**config.mk**
```make
export PLATFORM = sky130hd
export DESIGN_NAME = tse_ram
export DESIGN_NICKNAME = d
export VERILOG_FILES = /design/src/hw/rtl/tse_ram.sv
export SDC_FILE = /design/constraint.sdc
export NUM_CORES = 1
export LEC_CHECK = 0
export ABC_CLOCK_PERIOD_IN_PS = 3100
export BUFFER_PORTS_ARGS = -buffer_cell sky130_fd_sc_hd__buf_2
export CELL_PAD_IN_SITES_DETAIL_PLACEMENT = 1
export CELL_PAD_IN_SITES_GLOBAL_PLACEMENT = 2
export CORE_ASPECT_RATIO = 0.9
export CORE_UTILIZATION = 50
export CTS_BUF_LIST = sky130_fd_sc_hd__clkbuf_16
export DETAILED_ROUTE_END_ITERATION = 10
export PLACE_DENSITY_LB_ADDON = 0.1
export SYNTH_ARGS = -nofsm -noshare
export SYNTH_HDL_FRONTEND = slang
export SYNTH_SLANG_ARGS = --single-unit
export TNS_END_PERCENT = 100
```
**constraint.sdc**
```tcl
create_clock -name clock -period 3.1 [get_ports clock]
set_clock_uncertainty 0.15 [all_clocks]
set_input_delay 0.155 -clock clock [delete_from_list [all_inputs] [get_ports clock]]
set_output_delay 0.155 -clock clock [all_outputs]
set_load 0.005 [all_outputs]
```
**src/hw/rtl/tse_ram.sv**
```systemverilog
// Generic single-write, single-read RAM with registered read data.
module tse_ram #(
   parameter int WIDTH = 8,
   parameter int DEPTH = 16,
   parameter int AW    = (DEPTH > 1) ? $clog2(DEPTH) : 1
) (
   input  logic             clock,
   input  logic             wr_en,
   input  logic [AW-1:0]    wr_addr,
   input  logic [WIDTH-1:0] wr_data,
   input  logic [AW-1:0]    rd_addr,
   output logic [WIDTH-1:0] rd_data
);

   logic [WIDTH-1:0] mem_ff [DEPTH];
   logic [WIDTH-1:0] rd_data_ff;

   always_ff @(posedge clock) begin
      if (wr_en) begin
         mem_ff[wr_addr] <= wr_data;
      end
      rd_data_ff <= mem_ff[rd_addr];
   end

   assign rd_data = rd_data_ff;

endmodule
```
==> metrics.log <==
INFO  metric firstDrtPassIters = 4
INFO  metric postSynthAreaPerCell = 22.5 sq um
INFO  metric worst_path_largest_cell_delay = 620 ps
INFO  metric fp.dieArea = 10700 sq um
INFO  metric num_rows = 34
INFO  metric die_width = 109 um
INFO  metric synth_edf_count = 128
INFO  metric hold_violations = 0
INFO  metric synthCells = 229
INFO  metric routed-via-count = 2545
INFO  metric fp.dieH = 98.3 um
INFO  metric biggest_area_consumer_among_synthesized_cells = edfxtp_1
INFO  metric grt_max_degree = 33
INFO  metric gp_congestion = 0.698
INFO  metric worstPathArrival = 1800 ps
INFO  metric outcome = completed
INFO  metric tritoncts_num_sinks = 136
INFO  metric timing.critical_path.from_type = input port
INFO  metric clock_tree_root_driver_cell = clkbuf_16
INFO  metric cp_max_fo = 19
INFO  metric async_reset_ff_frac = 0
INFO  metric post_cts_resized = 0
INFO  metric vdd_drop_max = 0.000482 V
INFO  metric hpwlAfterDp = 6570 um
INFO  metric h_tree_depth_reported_by_cts = 4
INFO  metric post-place-cells = 380
INFO  metric worst_pin_slew = 1140 ps
INFO  metric synth_most_common_cell = edfxtp_1
INFO  metric detail_route.wl_per_cell = 26.9 um
INFO  metric synth-seq-area-share = 0.778
INFO  metric grt_pass1_wl = 16900 um
INFO  metric grt_antenna_before_repair = 0
INFO  metric synth-seq-cells = 136
INFO  metric synthTopCellsByCount = 128 x edfxtp_1, 18 x mux4_2, 16 x a22oi_1
INFO  metric worst_ep_required_time = 3250 ps
INFO  metric post_detailed_route_count_of_antenna_violating_nets = 0
INFO  metric timing.fmax = 605 MHz
INFO  metric cts_buffer_depth = 2
INFO  metric cellPowerDensity = 713 nW/um^2
INFO  metric synth_net_count = 247
INFO  metric post_route_cells_drive_above_1_share = 0.290
INFO  metric totalWireLength = 11300 um
INFO  metric cts_inserted_buffers = 17
INFO  metric critical_path.endpoint_type = flip-flop
INFO  metric globalRoute.totalOverflow = 0
INFO  metric antennaDiodeCount = 0
INFO  metric rsz0062_at_grt = false
INFO  metric syn-cell-area = 5150 sq um
INFO  metric report.final.slew_viol_count = 0
INFO  metric fin_tns_setup = 0 ps
INFO  metric ys_types = 19
INFO  metric clkSlewWorstSetupHoldPaths = 60 ps
INFO  metric period_needed = 1650 ps
INFO  metric layoutNonFillerInstCount = 419
INFO  metric total_power = 4.36 mW
INFO  metric grt_pass1_vias = 2671
INFO  metric largest_cells_by_area_after_synthesis = edfxtp_1 75%, mux4_2 7.9%, mux4_1 7.1%
INFO  metric min_path_type = input port to flip-flop
INFO  metric clk-insertion-delay-late = 420 ps
INFO  metric drt_first_iter_violations = 165
INFO  metric area.growth.synth_to_final = 18.8%
INFO  metric synth-warning-count = 0
INFO  metric report.final.setup_viol = 0
INFO  metric track_usage = 0.236
INFO  metric cts_tree = done
INFO  metric drt-vias-per-instance = 6.07
INFO  metric core_area = 9830 sq um
INFO  metric number_of_maximum_capacitance_violations = 0
INFO  metric place.port_buffers = 25
INFO  metric floorplan.initialDensity = 0.524
INFO  metric finalNetCount = 298
INFO  metric boundaryPins = 26
INFO  metric classification_of_the_worst_setup_path = input port to flip-flop
INFO  metric cts_post_setup_buffers_inserted = 0
INFO  metric cts-hold-fix-buffers = 7
INFO  metric total_leakage_power = 2.07 nW
INFO  metric synth_top_cell_area_share = 0.747
INFO  metric max_slew_margin = 0.240
INFO  metric postSynth.topFlopCell = edfxtp_1
INFO  metric path_cells = buf_2 -> buf_12 -> mux4_1 -> a22oi_1 -> nand2_1
INFO  metric cp_slowest_cell = mux4_1
INFO  metric period_share = 0.533
INFO  metric drc = 0
INFO  metric final_util = 0.622
[stage by stage]
stage / instance area, sq um / worst slack, ps / hold WS (ps)
3_5_place_dp: 5430 / 992 / 384
3_3_place_gp: 5430 / 1020 / 383
5_1_grt: 6120 / 1340 / 10.5
2_1_floorplan: 5150 / 1300 / 104
4_1_cts: 6120 / 1460 / 1.04
6_report: 6120 / 1450 / 16.0
[final timing paths]
| path | startpoint | to | slack, ps | cells past startpoint |
|---|---|---|---|---|
| max | rd_addr[0] | rd_data[1] | 1450 | 5 |
| min | wr_data[5] | mem_ff[3][5] | 20 | 1 |
| min reg2reg | mem_ff[14][1] | rd_data[1] | 540 | 3 |
| max reg2reg | mem_ff[1][3] | rd_data[3] | 1570 | 3 |
[layer usage]
layer,part of all wire,wire [um],up-vias,track usage
li1,-,-,1075,-
met1,0.47,5270,1362,0.339
met2,0.47,5350,90,0.356
met3,0.043,486,18,0.0607
met4,0.015,174,0,0.0738
met5,0,0,-,0
[cells by family after synthesis]
kind of cell	share of synthesized area
compound gates	0.0233
mux	0.150
flops	0.778
simple gates	0.0318
buf+inv	0.0168
[flip-flops by register name (all words and copies together) (netlist names)]
register  count
mem_ff      128
rd_data       8
[placed cells by master, fill, tap and decap left out, types with 4 or more instances in the layout]
cell type and instances:
edfxtp_1 128, buf_2 25, mux4_2 18, clkbuf_16 17, a22oi_1 16, mux4_1 14
nor2_1 13, nand2_1 9, buf_4 9, dfxtp_1 8, dlygate4sd3_1 7, nor3_1 4
inv_6 4
[critical path: cells and delay by family]
family / cells / cell delay, ps
buffers and inverters: 2 / 660
multiplexers: 1 / 620
AO/OA/AOI/OAI: 1 / 260
AND/OR/NAND/NOR: 1 / 80
[power by group]
group	internal, mW	leakage, nW	switching [mW]
registers	2.06	1.22	0.0150
logic	0.0835	0.557	0.112
clock network	1.28	0.290	0.814
total	3.42	2.07	0.941
[layout make-up]
class | count | area [sq um]
Clock inverter | 15 | 189
Timing Repair Buffer | 42 | 283
Fill cell | 816 | 3710
Sequential cell | 136 | 4000
Tap cell | 126 | 158
Clock buffer | 17 | 425
Multi-Input combinational cell | 83 | 1060
(Power assumes the default switching activity.)
